## src/design/htst_pkg.sv

```systemverilog
// ----------------------------------------------------------------------------
// htst_pkg
// Shared types, widths, register codes and the tetrahedron corner patterns
// of the hexahedron to six tetrahedra splitter.
// ----------------------------------------------------------------------------
package htst_pkg;

    // Field widths
    localparam int VERTEX_INDEX_BITS = 24;
    localparam int CELL_INDEX_BITS   = 20;

    // Configuration port
    localparam int CFG_DATA_W  = 11;
    localparam int CFG_INDEX_W = 2;
    localparam logic [CFG_DATA_W-1:0] CELLS_X_RESET = CFG_DATA_W'(2);
    localparam logic [CFG_DATA_W-1:0] CELLS_Y_RESET = CFG_DATA_W'(1);

    // Division steps per pipeline stage of the position dividers
    localparam int DIV_STEPS_DEFAULT = 4;

    // Tetrahedra per cell
    localparam int TET_CNT_W = 3;
    localparam logic [TET_CNT_W-1:0] FIRST_TET = 3'd0;
    localparam logic [TET_CNT_W-1:0] LAST_TET  = 3'd5;

    typedef enum logic [CFG_INDEX_W-1:0] {
        REG_SWAP_ENABLE = 2'd0,
        REG_CELLS_X     = 2'd1,
        REG_CELLS_Y     = 2'd2
    } t_reg_idx;

    typedef logic [VERTEX_INDEX_BITS-1:0] t_vertex;
    typedef logic [CELL_INDEX_BITS-1:0]   t_cell;
    typedef logic [CFG_DATA_W-1:0]        t_grid_dim;
    typedef t_vertex [7:0]                t_corners;

    typedef struct packed {
        t_cell   cell_index;
        t_vertex corner_0;
        t_vertex corner_1;
        t_vertex corner_2;
        t_vertex corner_3;
        t_vertex corner_4;
        t_vertex corner_5;
        t_vertex corner_6;
        t_vertex corner_7;
    } t_in_item;

    typedef struct packed {
        t_vertex tet_vertex_a;
        t_vertex tet_vertex_b;
        t_vertex tet_vertex_c;
        t_vertex tet_vertex_d;
        t_cell   parent_cell;
        logic    last_of_cell;
    } t_out_item;

    // Cell payload carried alongside the dividers
    typedef struct packed {
        t_corners corners;
        t_cell    cell_idx;
    } t_cell_data;

    // Grid position parities handed to the emitter
    typedef struct packed {
        logic x_odd;
        logic y_odd;
        logic z_odd;
    } t_pos_parity;

    // Corner pattern of one tetrahedron: {a, b, c, d}, three bits each
    function automatic logic [11:0] tet_pattern(input logic mirrored,
                                                input logic [TET_CNT_W-1:0] tet);
        logic [11:0] pat;
        pat = 12'd0;
        case ({mirrored, tet})
            4'b0_000: pat = {3'd0, 3'd5, 3'd1, 3'd6};
            4'b0_001: pat = {3'd0, 3'd1, 3'd3, 3'd6};
            4'b0_010: pat = {3'd1, 3'd3, 3'd6, 3'd2};
            4'b0_011: pat = {3'd6, 3'd3, 3'd0, 3'd7};
            4'b0_100: pat = {3'd6, 3'd7, 3'd0, 3'd5};
            4'b0_101: pat = {3'd7, 3'd5, 3'd4, 3'd0};
            4'b1_000: pat = {3'd0, 3'd5, 3'd6, 3'd1};
            4'b1_001: pat = {3'd0, 3'd1, 3'd6, 3'd3};
            4'b1_010: pat = {3'd1, 3'd3, 3'd2, 3'd6};
            4'b1_011: pat = {3'd6, 3'd3, 3'd7, 3'd0};
            4'b1_100: pat = {3'd6, 3'd7, 3'd5, 3'd0};
            4'b1_101: pat = {3'd7, 3'd5, 3'd0, 3'd4};
            default:  pat = 12'd0;
        endcase
        return pat;
    endfunction

endpackage

```

## src/design/hex_to_six_tet_split.sv

```systemverilog
// ----------------------------------------------------------------------------
// hex_to_six_tet_split
// Splits each hexahedral grid cell into six tetrahedra, with optional
// corner swapping chosen by the cell's grid position.
// ----------------------------------------------------------------------------
// Usage:
//   Input channel (i_in_valid / o_in_ready / i_in_data) takes one cell per
//   transfer: its linear index and its eight corner vertex indices.
//   Output channel (o_out_valid / i_out_ready / o_out_data) returns six
//   tetrahedra per cell, in order; last_of_cell marks the sixth.
//   Configuration is a write port (i_cfg_we, i_cfg_index, i_cfg_data):
//   0 swap_enable, 1 cells_x, 2 cells_y; a grid size of 0 acts as 1.
//   Write it only while no cell is in flight.
// Path: the two pipelined dividers that find x, y and z from the linear
//   index, then the emitter's cell register, lie between an input transfer
//   and the first tetrahedron of that cell.
// Throughput: the input takes a cell every cycle until the pipeline fills;
//   the sustained rate is set by the single output channel, which sends
//   one tetrahedron per cycle while i_out_ready is high, six per cell.
// Reset: synchronous, active low; empties the pipeline and loads the
//   registers with swap_enable 0, cells_x 2, cells_y 1.
// Stall: a low i_out_ready holds the current tetrahedron; cells then back
//   up through the divider stages and o_in_ready falls, nothing is lost.
// ----------------------------------------------------------------------------
module hex_to_six_tet_split #(
    parameter int DIV_STEPS = htst_pkg::DIV_STEPS_DEFAULT
) (
    input  logic                               i_clk,
    input  logic                               i_rst_n,
    input  logic                               i_in_valid,
    output logic                               o_in_ready,
    input  htst_pkg::t_in_item                 i_in_data,
    output logic                               o_out_valid,
    input  logic                               i_out_ready,
    output htst_pkg::t_out_item                o_out_data,
    input  logic                               i_cfg_we,
    input  logic [htst_pkg::CFG_INDEX_W-1:0]   i_cfg_index,
    input  logic [htst_pkg::CFG_DATA_W-1:0]    i_cfg_data
);

    import htst_pkg::*;

    localparam int SIDE1_W = $bits(t_cell_data);
    localparam int SIDE2_W = SIDE1_W + 1;

    logic      r_swap_enable;
    t_grid_dim r_cells_x;
    t_grid_dim r_cells_y;

    t_grid_dim  w_div_x;
    t_grid_dim  w_div_y;
    t_cell_data w_cell_data;

    logic               w_d1_valid;
    logic               w_d1_ready;
    t_cell              w_d1_quot;
    t_grid_dim          w_d1_rem;
    logic [SIDE1_W-1:0] w_d1_side;

    logic [SIDE2_W-1:0] w_d2_in_side;
    logic               w_d2_valid;
    logic               w_d2_ready;
    t_cell              w_d2_quot;
    t_grid_dim          w_d2_rem;
    logic [SIDE2_W-1:0] w_d2_side;

    t_cell_data  w_em_data;
    t_pos_parity w_parity;

    // Write configuration registers
    always_ff @(posedge i_clk) begin
        if (!i_rst_n) begin
            r_swap_enable <= 1'b0;
            r_cells_x     <= CELLS_X_RESET;
            r_cells_y     <= CELLS_Y_RESET;
        end else if (i_cfg_we) begin
            case (t_reg_idx'(i_cfg_index))
                REG_SWAP_ENABLE: r_swap_enable <= i_cfg_data[0];
                REG_CELLS_X:     r_cells_x     <= i_cfg_data;
                REG_CELLS_Y:     r_cells_y     <= i_cfg_data;
                default: ;
            endcase
        end
    end

    // Treat a zero grid size as one
    assign w_div_x = (r_cells_x == '0) ? CFG_DATA_W'(1) : r_cells_x;
    assign w_div_y = (r_cells_y == '0) ? CFG_DATA_W'(1) : r_cells_y;

    // Gather corners in index order
    assign w_cell_data.corners[0] = i_in_data.corner_0;
    assign w_cell_data.corners[1] = i_in_data.corner_1;
    assign w_cell_data.corners[2] = i_in_data.corner_2;
    assign w_cell_data.corners[3] = i_in_data.corner_3;
    assign w_cell_data.corners[4] = i_in_data.corner_4;
    assign w_cell_data.corners[5] = i_in_data.corner_5;
    assign w_cell_data.corners[6] = i_in_data.corner_6;
    assign w_cell_data.corners[7] = i_in_data.corner_7;
    assign w_cell_data.cell_idx   = i_in_data.cell_index;

    // Index / cells_x: remainder is x, quotient is y + cells_y * z
    htst_divider #(
        .NUM_W  (CELL_INDEX_BITS),
        .REM_W  (CFG_DATA_W),
        .STEPS  (DIV_STEPS),
        .SIDE_W (SIDE1_W)
    ) u_div_x (
        .i_clk     (i_clk),
        .i_rst_n   (i_rst_n),
        .i_valid   (i_in_valid),
        .o_ready   (o_in_ready),
        .i_num     (i_in_data.cell_index),
        .i_side    (w_cell_data),
        .i_divisor (w_div_x),
        .o_valid   (w_d1_valid),
        .i_ready   (w_d1_ready),
        .o_quot    (w_d1_quot),
        .o_rem     (w_d1_rem),
        .o_side    (w_d1_side)
    );

    assign w_d2_in_side = {w_d1_rem[0], w_d1_side};

    // Quotient / cells_y: remainder is y, quotient is z
    htst_divider #(
        .NUM_W  (CELL_INDEX_BITS),
        .REM_W  (CFG_DATA_W),
        .STEPS  (DIV_STEPS),
        .SIDE_W (SIDE2_W)
    ) u_div_y (
        .i_clk     (i_clk),
        .i_rst_n   (i_rst_n),
        .i_valid   (w_d1_valid),
        .o_ready   (w_d1_ready),
        .i_num     (w_d1_quot),
        .i_side    (w_d2_in_side),
        .i_divisor (w_div_y),
        .o_valid   (w_d2_valid),
        .i_ready   (w_d2_ready),
        .o_quot    (w_d2_quot),
        .o_rem     (w_d2_rem),
        .o_side    (w_d2_side)
    );

    assign w_em_data      = w_d2_side[SIDE1_W-1:0];
    assign w_parity.x_odd = w_d2_side[SIDE1_W];
    assign w_parity.y_odd = w_d2_rem[0];
    assign w_parity.z_odd = w_d2_quot[0];

    htst_emit u_emit (
        .i_clk         (i_clk),
        .i_rst_n       (i_rst_n),
        .i_valid       (w_d2_valid),
        .o_ready       (w_d2_ready),
        .i_data        (w_em_data),
        .i_parity      (w_parity),
        .i_swap_enable (r_swap_enable),
        .o_valid       (o_out_valid),
        .i_ready       (i_out_ready),
        .o_item        (o_out_data)
    );

endmodule

```

## src/design/htst_div_stage.sv

```systemverilog
// ----------------------------------------------------------------------------
// htst_div_stage
// One register stage of a pipelined restoring divider: performs STEPS
// quotient bits and carries a pass-through side payload.
// ----------------------------------------------------------------------------
module htst_div_stage #(
    parameter int NUM_W  = 20,
    parameter int REM_W  = 11,
    parameter int STEPS  = 4,
    parameter int SIDE_W = 8
) (
    input  logic              i_clk,
    input  logic              i_rst_n,
    input  logic              i_valid,
    output logic              o_ready,
    input  logic [NUM_W-1:0]  i_num,
    input  logic [REM_W-1:0]  i_rem,
    input  logic [SIDE_W-1:0] i_side,
    input  logic [REM_W-1:0]  i_divisor,
    output logic              o_valid,
    input  logic              i_ready,
    output logic [NUM_W-1:0]  o_num,
    output logic [REM_W-1:0]  o_rem,
    output logic [SIDE_W-1:0] o_side
);

    logic              r_valid;
    logic [NUM_W-1:0]  r_num;
    logic [REM_W-1:0]  r_rem;
    logic [SIDE_W-1:0] r_side;
    logic [NUM_W-1:0]  n_num;
    logic [REM_W-1:0]  n_rem;

    // Shift one dividend bit into the remainder per step, subtract when it fits
    always_comb begin
        logic [REM_W:0] v_trial;
        logic           v_q;
        n_num = i_num;
        n_rem = i_rem;
        for (int k = 0; k < STEPS; k++) begin
            v_trial = {n_rem, n_num[NUM_W-1]};
            v_q     = (v_trial >= {1'b0, i_divisor});
            if (v_q) begin
                v_trial = v_trial - {1'b0, i_divisor};
            end
            n_rem = v_trial[REM_W-1:0];
            n_num = {n_num[NUM_W-2:0], v_q};
        end
    end

    // Advance when the stage is empty or its content moves on
    assign o_ready = !r_valid || i_ready;

    always_ff @(posedge i_clk) begin
        if (!i_rst_n) begin
            r_valid <= 1'b0;
        end else if (o_ready) begin
            r_valid <= i_valid;
        end
    end

    always_ff @(posedge i_clk) begin
        if (o_ready && i_valid) begin
            r_num  <= n_num;
            r_rem  <= n_rem;
            r_side <= i_side;
        end
    end

    assign o_valid = r_valid;
    assign o_num   = r_num;
    assign o_rem   = r_rem;
    assign o_side  = r_side;

endmodule

```

## src/design/htst_divider.sv

```systemverilog
// ----------------------------------------------------------------------------
// htst_divider
// Pipelined divider: division stages of STEPS quotient bits (the last takes
// the rest) give quotient and remainder of NUM_W dividend by REM_W divisor.
// ----------------------------------------------------------------------------
module htst_divider #(
    parameter int NUM_W  = 20,
    parameter int REM_W  = 11,
    parameter int STEPS  = 4,
    parameter int SIDE_W = 8
) (
    input  logic              i_clk,
    input  logic              i_rst_n,
    input  logic              i_valid,
    output logic              o_ready,
    input  logic [NUM_W-1:0]  i_num,
    input  logic [SIDE_W-1:0] i_side,
    input  logic [REM_W-1:0]  i_divisor,
    output logic              o_valid,
    input  logic              i_ready,
    output logic [NUM_W-1:0]  o_quot,
    output logic [REM_W-1:0]  o_rem,
    output logic [SIDE_W-1:0] o_side
);

    localparam int NUM_STAGES = (NUM_W + STEPS - 1) / STEPS;

    logic              st_valid [NUM_STAGES+1];
    logic              st_ready [NUM_STAGES+1];
    logic [NUM_W-1:0]  st_num   [NUM_STAGES+1];
    logic [REM_W-1:0]  st_rem   [NUM_STAGES+1];
    logic [SIDE_W-1:0] st_side  [NUM_STAGES+1];

    // Feed the dividend with a cleared partial remainder
    assign st_valid[0] = i_valid;
    assign o_ready     = st_ready[0];
    assign st_num[0]   = i_num;
    assign st_rem[0]   = '0;
    assign st_side[0]  = i_side;

    for (genvar g = 0; g < NUM_STAGES; g++) begin : g_stage
        localparam int LEFT        = NUM_W - g * STEPS;
        localparam int STAGE_STEPS = (LEFT < STEPS) ? LEFT : STEPS;

        htst_div_stage #(
            .NUM_W  (NUM_W),
            .REM_W  (REM_W),
            .STEPS  (STAGE_STEPS),
            .SIDE_W (SIDE_W)
        ) u_stage (
            .i_clk     (i_clk),
            .i_rst_n   (i_rst_n),
            .i_valid   (st_valid[g]),
            .o_ready   (st_ready[g]),
            .i_num     (st_num[g]),
            .i_rem     (st_rem[g]),
            .i_side    (st_side[g]),
            .i_divisor (i_divisor),
            .o_valid   (st_valid[g+1]),
            .i_ready   (st_ready[g+1]),
            .o_num     (st_num[g+1]),
            .o_rem     (st_rem[g+1]),
            .o_side    (st_side[g+1])
        );
    end

    assign st_ready[NUM_STAGES] = i_ready;
    assign o_valid = st_valid[NUM_STAGES];
    assign o_quot  = st_num[NUM_STAGES];
    assign o_rem   = st_rem[NUM_STAGES];
    assign o_side  = st_side[NUM_STAGES];

endmodule

```

## src/design/htst_emit.sv

```systemverilog
// ----------------------------------------------------------------------------
// htst_emit
// Tetrahedron sequencer: holds one cell, derives the corner swap mask and
// pattern choice from the position parities, and sends six tetrahedra.
// ----------------------------------------------------------------------------
module htst_emit (
    input  logic                 i_clk,
    input  logic                 i_rst_n,
    input  logic                 i_valid,
    output logic                 o_ready,
    input  htst_pkg::t_cell_data i_data,
    input  htst_pkg::t_pos_parity i_parity,
    input  logic                 i_swap_enable,
    output logic                 o_valid,
    input  logic                 i_ready,
    output htst_pkg::t_out_item  o_item
);

    import htst_pkg::*;

    logic                 r_full;
    logic [TET_CNT_W-1:0] r_tet;
    t_corners             r_corners;
    t_cell                r_cell;
    logic [2:0]           r_mask;
    logic                 r_mirror;

    logic       w_x_sw;
    logic       w_y_sw;
    logic       w_z_sw;
    logic [2:0] n_mask;
    logic       n_mirror;
    logic       w_last;
    logic       w_out_xfer;
    logic [11:0] w_pat;

    // Swaps along x, y and z permute corners by index xor 1, 3 and 4
    assign w_x_sw   = i_swap_enable && !i_parity.x_odd;
    assign w_y_sw   = i_swap_enable && i_parity.y_odd;
    assign w_z_sw   = i_swap_enable && i_parity.z_odd;
    assign n_mask   = {w_z_sw, w_y_sw, w_x_sw ^ w_y_sw};
    assign n_mirror = w_x_sw ^ w_y_sw ^ w_z_sw;

    assign w_last     = (r_tet == LAST_TET);
    assign w_out_xfer = r_full && i_ready;
    assign o_ready    = !r_full || (i_ready && w_last);

    // Step through the six tetrahedra, reload after the last transfer
    always_ff @(posedge i_clk) begin
        if (!i_rst_n) begin
            r_full <= 1'b0;
            r_tet  <= FIRST_TET;
        end else if (o_ready) begin
            r_full <= i_valid;
            r_tet  <= FIRST_TET;
        end else if (w_out_xfer) begin
            r_tet  <= r_tet + TET_CNT_W'(1);
        end
    end

    always_ff @(posedge i_clk) begin
        if (o_ready && i_valid) begin
            r_corners <= i_data.corners;
            r_cell    <= i_data.cell_idx;
            r_mask    <= n_mask;
            r_mirror  <= n_mirror;
        end
    end

    // Select the four corners of the current tetrahedron
    assign w_pat = tet_pattern(r_mirror, r_tet);

    always_comb begin
        o_item.tet_vertex_a = r_corners[w_pat[11:9] ^ r_mask];
        o_item.tet_vertex_b = r_corners[w_pat[8:6] ^ r_mask];
        o_item.tet_vertex_c = r_corners[w_pat[5:3] ^ r_mask];
        o_item.tet_vertex_d = r_corners[w_pat[2:0] ^ r_mask];
        o_item.parent_cell  = r_cell;
        o_item.last_of_cell = w_last;
    end

    assign o_valid = r_full;

    // The counter rests at the first tetrahedron while no cell is held
    a_idle_counter: assert property (@(posedge i_clk) disable iff (!i_rst_n)
        !r_full |-> (r_tet == FIRST_TET))
        else $error("tetrahedron counter moved without a cell");

    // No new cell is taken before the last tetrahedron leaves
    a_hold_cell: assert property (@(posedge i_clk) disable iff (!i_rst_n)
        (r_full && !w_last) |-> !o_ready)
        else $error("cell input ready before last tetrahedron");

    // A transfer before the last keeps the same cell on the output
    a_same_cell: assert property (@(posedge i_clk) disable iff (!i_rst_n)
        (w_out_xfer && !w_last) |=> (r_full && $stable(r_cell) && $stable(r_mask)))
        else $error("cell changed in the middle of its run");

    // The counter never runs past the last tetrahedron
    a_tet_range: assert property (@(posedge i_clk) disable iff (!i_rst_n)
        r_tet <= LAST_TET)
        else $error("tetrahedron counter out of range");

endmodule
```

## config.mk

```make
export PLATFORM = sky130hd
export DESIGN_NAME = hex_to_six_tet_split
export DESIGN_NICKNAME = d
export VERILOG_FILES = /design/src/design/htst_pkg.sv /design/src/design/hex_to_six_tet_split.sv /design/src/design/htst_div_stage.sv /design/src/design/htst_divider.sv /design/src/design/htst_emit.sv
export SDC_FILE = /design/constraint.sdc
export NUM_CORES = 2
export LEC_CHECK = 0
export BUFFER_PORTS_ARGS = -buffer_cell sky130_fd_sc_hd__clkbuf_2
export CORE_MARGIN = 5
export CORE_UTILIZATION = 50
export CTS_BUF_LIST = sky130_fd_sc_hd__clkbuf_8
export CTS_CLUSTER_SIZE = 12
export DETAILED_ROUTE_END_ITERATION = 8
export PLACE_DENSITY = 0.71
export SETUP_SLACK_MARGIN = 0.15
export SLEW_MARGIN = 20
export SYNTH_ARGS = -nofsm -noshare
export SYNTH_HDL_FRONTEND = slang
export SYNTH_SLANG_ARGS = --single-unit
```

## constraint.sdc

```tcl
create_clock -name i_clk -period 45 [get_ports i_clk]
set_input_delay 2.25 -clock i_clk [delete_from_list [all_inputs] [get_ports i_clk]]
set_output_delay 2.25 -clock i_clk [all_outputs]
set_load 0.01 [all_outputs]
```

=== Word-level counts from Yosys, hierarchy flattened ===
Memory sizes are Yosys's and may differ from the RTL's.
Index checks and enable logic that the tools add are counted.

* Output and inout port bits: 119
* Register bits after elaboration: 2649
* Memories: 1
* Bits in read-only memories: 192
* Logic and storage cells: 248

{| class="wikitable"
|+ Memories
! memory !! depth !! width !! read ports !! clocked after memory_dff !! write ports !! line !! source
|-
| (no name shown) || 16 || 12 || 1 || 0 || 0 || htst_pkg.sv:76 || <nowiki>case ({mirrored, tet})</nowiki>
|}

* Add/subtract/negate cells: 41
* Bitwise operators: 7
* Reductions and logical operators: 46
* Eq/ne operators: 3
* Multiplexer cells: 50
* Order comparisons: 44

{| class="wikitable"
|+ Operators by type and width
! operator !! count
|-
| $ge 12x11->1 || 38
|-
| $mux 11 || 40
|-
| $sub 11x11->11 || 36
|-
| $bmux 24 s3 || 4
|-
| $mux 24 || 4
|-
| $ge 1x11->1 || 2
|-
| $logic_not 11->1 || 2
|-
| $sub 1x11->11 || 2
|-
| $logic_and 1x1->1 || 16
|-
| $lt 3x4->1 const B || 4
|-
| $logic_not 1->1 || 12
|-
| $xor 3x3->3 || 4
|-
| $logic_or 1x1->1 || 11
|-
| $reduce_and 2->1 || 3
|-
| $add 3x1->3 const B || 1
|-
| $eq 3x3->1 const B || 1
|-
| $eq 2x1->1 const B || 1
|-
| $eq 2x2->1 const B || 1
|-
| $logic_not 2->1 || 1
|-
| $mux 1 || 2
|-
| $reduce_or 2->1 || 1
|-
| $sub 1x1->1 || 2
|-
| $xor 1x1->1 || 2
|-
| $not 1->1 || 1
|}

=== Longest topological paths before layout ===
* Depth in word-level cells: 14
* Depth in mapped cells: 48
* Gate-level depth less buffers: 44

=== By module ===
A second synthesis with hierarchy kept.

* Cell total of the unflattened synthesis: 6772
* Area, all modules: 113287.4 um^2

{| class="wikitable"
|+ Modules (own cells, without submodules)
! module !! area an instance (um^2) !! times used !! cells each
|-
| htst_div_stage at u_div_y.g_stage[2].u_stage ... || 9980.8 || 2 || 615
|-
| htst_div_stage at u_div_x.g_stage[3].u_stage ... || 9950.8 || 2 || 614
|-
| htst_div_stage at u_div_x.g_stage[0].u_stage ... || 9834.4 || 2 || 579
|-
| htst_emit || 12967.4 || 1 || 648
|-
| htst_div_stage at u_div_y.g_stage[4].u_stage || 10015.9 || 1 || 620
|-
| htst_div_stage at u_div_x.g_stage[2].u_stage || 9988.3 || 1 || 621
|-
| htst_div_stage at u_div_y.g_stage[1].u_stage || 9904.5 || 1 || 581
|-
| htst_div_stage at u_div_y.g_stage[0].u_stage || 9864.5 || 1 || 580
|-
| hex_to_six_tet_split || 1007.2 || 1 || 104
|-
| htst_divider || 3.8 || 2 || 1
|}

=== Worst setup path before layout ===
OpenSTA, ideal clock, no wires.

* Kind: input to register
* From: input i_out_ready
* To: register u_div_x.g_stage[2].u_stage.r_num[0], enable pin
* Path buffers: 0
* Cell stages on the path: 6
* Arrival: 20156 ps
* Slack: 23653 ps
* Cells stage by stage: a21boi_0 -> and3_1 -> and2_1 -> and3_1 -> and3_1 -> a21boi_0

* Word-level cells in the longest chain between the ends: 11

{| class="wikitable"
|+ RTL lines
! item !! line !! source
|-
| from (decl) || hex_to_six_tet_split.sv:34 || <nowiki>input logic i_out_ready,</nowiki>
|-
| $logic_and 1x1->1 || htst_emit.sv:46 || <nowiki>assign o_ready = !r_full || (i_ready && w_last);</nowiki>
|-
| $logic_or 1x1->1 || htst_emit.sv:46 ||
|-
| $logic_or 1x1->1 (8 in series) || htst_div_stage.sv:52 || <nowiki>assign o_ready = !r_valid || i_ready;</nowiki>
|-
| $logic_and 1x1->1 || htst_div_stage.sv:63 || <nowiki>if (o_ready && i_valid) begin</nowiki>
|-
| to (signal assigned) || htst_div_stage.sv:64 || <nowiki>r_num <= n_num;</nowiki>
|-
| to (decl) || htst_div_stage.sv:28 || <nowiki>logic [NUM_W-1:0] r_num;</nowiki>
|}

No other way between the ends.
A chain may end at the register's enable or synchronous reset.

=== Worst setup path in the final report ===
* From: register r_cells_x[6]
* To: register u_div_x.g_stage[2].u_stage.r_rem[10], data pin

* Word-level cells in the longest chain between the ends: 10
* Elaborated cells on any way between the ends: 14
* Classes of those cells: add/sub: 4; order compare: 4; mux: 5; reduce/logical: 1

{| class="wikitable"
|+ RTL lines
! item !! line !! source
|-
| from (decl) || hex_to_six_tet_split.sv:47 || <nowiki>t_grid_dim r_cells_x;</nowiki>
|-
| from (signal assigned) || hex_to_six_tet_split.sv:79 || <nowiki>REG_CELLS_X: r_cells_x <= i_cfg_data;</nowiki>
|-
| $logic_not 11->1 || hex_to_six_tet_split.sv:87 || <nowiki>assign w_div_x = (r_cells_x == '0) ? CFG_DATA_W'(1) : r_cells_x;</nowiki>
|-
| $mux 11 * || hex_to_six_tet_split.sv:87 ||
|-
| $sub 11x11->11 / $ge 12x11->1 (equally long branches) || htst_div_stage.sv:44, htst_div_stage.sv:42 ||
|-
| $mux 11 || htst_div_stage.sv:43 || <nowiki>if (v_q) begin</nowiki>
|-
| $sub 11x11->11 / $ge 12x11->1 (equally long branches) || htst_div_stage.sv:44, htst_div_stage.sv:42 ||
|-
| $mux 11 || htst_div_stage.sv:43 ||
|-
| $sub 11x11->11 / $ge 12x11->1 (equally long branches) || htst_div_stage.sv:44, htst_div_stage.sv:42 ||
|-
| $mux 11 || htst_div_stage.sv:43 ||
|-
| $ge 12x11->1 * || htst_div_stage.sv:42 || <nowiki>v_q = (v_trial >= {1'b0, i_divisor});</nowiki>
|-
| named net u_div_x.g_stage[2].u_stage.n_num[0] || htst_div_stage.sv:31 || <nowiki>logic [NUM_W-1:0] n_num;</nowiki>
|-
| $mux 11 * || htst_div_stage.sv:43 ||
|-
| named net u_div_x.g_stage[2].u_stage.n_rem[10] || htst_div_stage.sv:32 || <nowiki>logic [REM_W-1:0] n_rem;</nowiki>
|-
| to (signal assigned) || htst_div_stage.sv:65 || <nowiki>r_rem <= n_rem;</nowiki>
|-
| to (decl) || htst_div_stage.sv:29 || <nowiki>logic [REM_W-1:0] r_rem;</nowiki>
|}

The timed path passes the listed nets; every way through them passes the cells marked *.

==> flow_summary.ini <==
[final_layout]
syn_to_final_growth_pct = 12.52
finalNetCount = 7601
num-fill-cells = 15840
finalInstanceArea_um2 = 119000
final_cells = 10030
drive_above_1_share_pct = 19.87

[worst_setup_path]
worst_ep_required_time_ns = 45.79
cp_data_arrival_time_ns = 12.60
path_max_fanout = 20
crit_buf_inv = 4
critPathMaxStageDelay_ns = 0.91
endpoint_kind = register
path_class = register to register
cp_slowest_cell = a2111oi_4
critPathTopFamily = compound AO/OA/AOI/OAI gates
critical_path.startpoint_type = register

[drt]
routed_wl_mm = 226.9
drt_pre_antenna_iters = 5
ant_nets = 0
highest_layer = met4
viasPerCell = 5.534
vias = 55490
wl_met2_mm = 106.8
wl_met3_mm = 13.11
wire_per_inst_um = 22.63
m1WireLength_mm = 98.77
drc = 0
detail_route.iter0.violations = 4268

[die]
fp.dieW_um = 470.0
io_pins = 349
initial_core_util_pct = 50.38
die_h_um = 470.0
dieArea_um2 = 220900
coreArea_um2 = 210000
rows = 168

[clock_tree]
clk_latency_ns = 1.10
tritoncts.num_buffers = 403
cts.sinks = 2569
holdBufCountCts = 0
clock_path_buffers = 4
cts_resized = 0
clk_pin_slew_ns = 0.06
cts_tree = built
htreeDepth = 5
cts_setup_buffers = 0
clockRootBuffer = clkbuf_8

[global_routing]
grt_usage_pct = 20.28
overflow = 0
antenna_found_initial = 7
grt_pass1_wl_mm = 342.2
grt_pass1_vias = 56470
grt_max_degree = 171

[sta]
worst_slew_pin_slew_ns = 1.263
slew_violations = 0
hold_violations = 0
period_share_pct = 26.25
max_slew_margin_pct = 15.77
fin_setup_tns_ns = 0
rsz0062_at_grt = no
fin_ws_ns = 33.19
skew_ns = 0.1028
fmax_mhz = 84.64
fin_crit_ns = 11.81
setup_viol = 0

[logic_synthesis]
async_flop_share_pct = 0
synth_edf_count = 2532
ys_ff_latch = 2569
synth_nets = 6870
syn_area_per_cell_um2 = 17.12
synth.distinct_cells = 98
yosysSeqAreaShare_pct = 72.57
syn_area_um2 = 105800
synth-main-ff-cell = edfxtp_1
ys_warn_count = 0
syn_inst = 6178

[place]
hpwl_mm = 146.9
gp_congestion = 0.8692
place_worst_setup_slack_ns = 33.28
dp_cells = 9308
port_buffers = 348
placed_area_um2 = 111500

[hold_path]
holdCritPathClass = register to register

[job]
max-cap-violations = 0

[status]
status = complete, no violations
metrics by stage:
step	utilization (%)	hold slack, ns
after floorplan	-	0.4003
after global placement	53.12	0.4002
after detailed placement	53.12	0.4045
after CTS	56.67	0.3291
after global routing	56.68	0.3370
final	56.68	0.3496
cell usage after synthesis, types with 67 or more instances:
master / n / area [um2]
edfxtp_1: 2532 / 76030
ha_1: 426 / 5330
nor2_1: 275 / 1032
nand2_1: 254 / 953.4
inv_1: 252 / 945.9
o21ai_0: 231 / 1156
a21oi_1: 227 / 1136
mux2_2: 217 / 2444
mux4_2: 192 / 4324
xnor2_1: 150 / 1314
nor2b_1: 116 / 725.7
xor2_1: 94 / 823.3
a21o_1: 90 / 675.7
mux2i_1: 77 / 770.7
nor3_1: 74 / 370.4
clkbuf_1: 69 / 259.0
nand4_1: 69 / 431.7
o21a_1: 67 / 503.0
cell type report:
| class | count | area [um2] | area share (%) |
|---|---|---|---|
| diodes | 6 | 15.01 | 0.01261 |
| well taps | 2805 | 3510 | 2.948 |
| flip-flops and latches | 2569 | 76770 | 64.50 |
| clock inverters | 300 | 1798 | 1.510 |
| inverters | 256 | 960.9 | 0.8073 |
| multi-input cells | 3241 | 27800 | 23.35 |
| repair buffers | 438 | 2505 | 2.104 |
| clock buffers | 412 | 5670 | 4.764 |
cell usage in the layout, fill, tap and decap left out, drive strengths merged, types with 36 or more instances in the layout:
master,instances
nand4,71
nand2,257
xnor2,150
o21ai,236
nand3,52
dfxtp,37
o211ai,39
mux4,192
inv,373
nor2,275
o31ai,39
clkbuf,761
nand2b,63
o21a,67
a21o,90
clkinv,149
nor3,75
xor2,94
fa,36
mux2,217
buf,89
nor2b,116
mux2i,77
a21oi,228
edfxtp,2532
ha,426
worst paths after layout:
kind                                                from                                      to  slack, ns  cells past startpoint
setup / recovery                            r_cells_x[6]    u_div_x.g_stage[2].u_stage.o_rem[10]      33.19                     41
hold / removal    u_div_x.g_stage[0].u_stage.o_side[211]  u_div_x.g_stage[1].u_stage.o_side[211]       0.35                      0
setup reg to reg                            r_cells_x[6]    u_div_x.g_stage[2].u_stage.o_rem[10]      33.19                     41
hold reg to reg   u_div_x.g_stage[0].u_stage.o_side[211]  u_div_x.g_stage[1].u_stage.o_side[211]       0.35                      0
flip-flops by register name (all words and copies together), names as in the netlist, 3 cells and up:
signal / flops
u_emit.r_cell: 20
u_div_y.g_stage.u_stage.o_rem: 45
u_emit.r_mask: 3
u_div_y.g_stage.u_stage.o_valid: 5
u_div_x.g_stage.u_stage.o_rem: 45
u_emit.r_corners: 192
u_div_x.g_stage.u_stage.o_valid: 5
r_cells_x: 11
u_emit.r_tet: 3
u_div_y.g_stage.u_stage.o_side: 1065
u_div_x.g_stage.u_stage.o_side: 1024
u_div_x.g_stage.u_stage.o_num: 96
u_div_y.g_stage.u_stage.o_num: 41
r_cells_y: 11
routing by layer:
| metal | track usage (%) | up-vias |
|---|---|---|
| met5 | 0 | - |
| met4 | 7.795 | 0 |
| met3 | 3.380 | 410 |
| met2 | 32.49 | 1805 |
| met1 | 28.13 | 27470 |
| li1 | - | 25810 |
cell families (layout without fill, tap and decap cells):
kind of cell               after synthesis  after routing  share of synthesized area (%)
DFF                                   2569           2569                          72.57
and+or+nand+nor                       1076           1076                          5.108
AOI/OAI and AO/OA                      973            973                          6.099
muxes                                  486            486                          7.126
adders and majority gates              462            462                          5.720
buffers and inverters                  368           1406                          1.352
xor gates and xnor gates               244            244                          2.020
other                                    0              6                              0
Power is left out: the tool's default activity adds up to more than one toggle a clock period on the data nets, which glitch-free logic cannot reach.
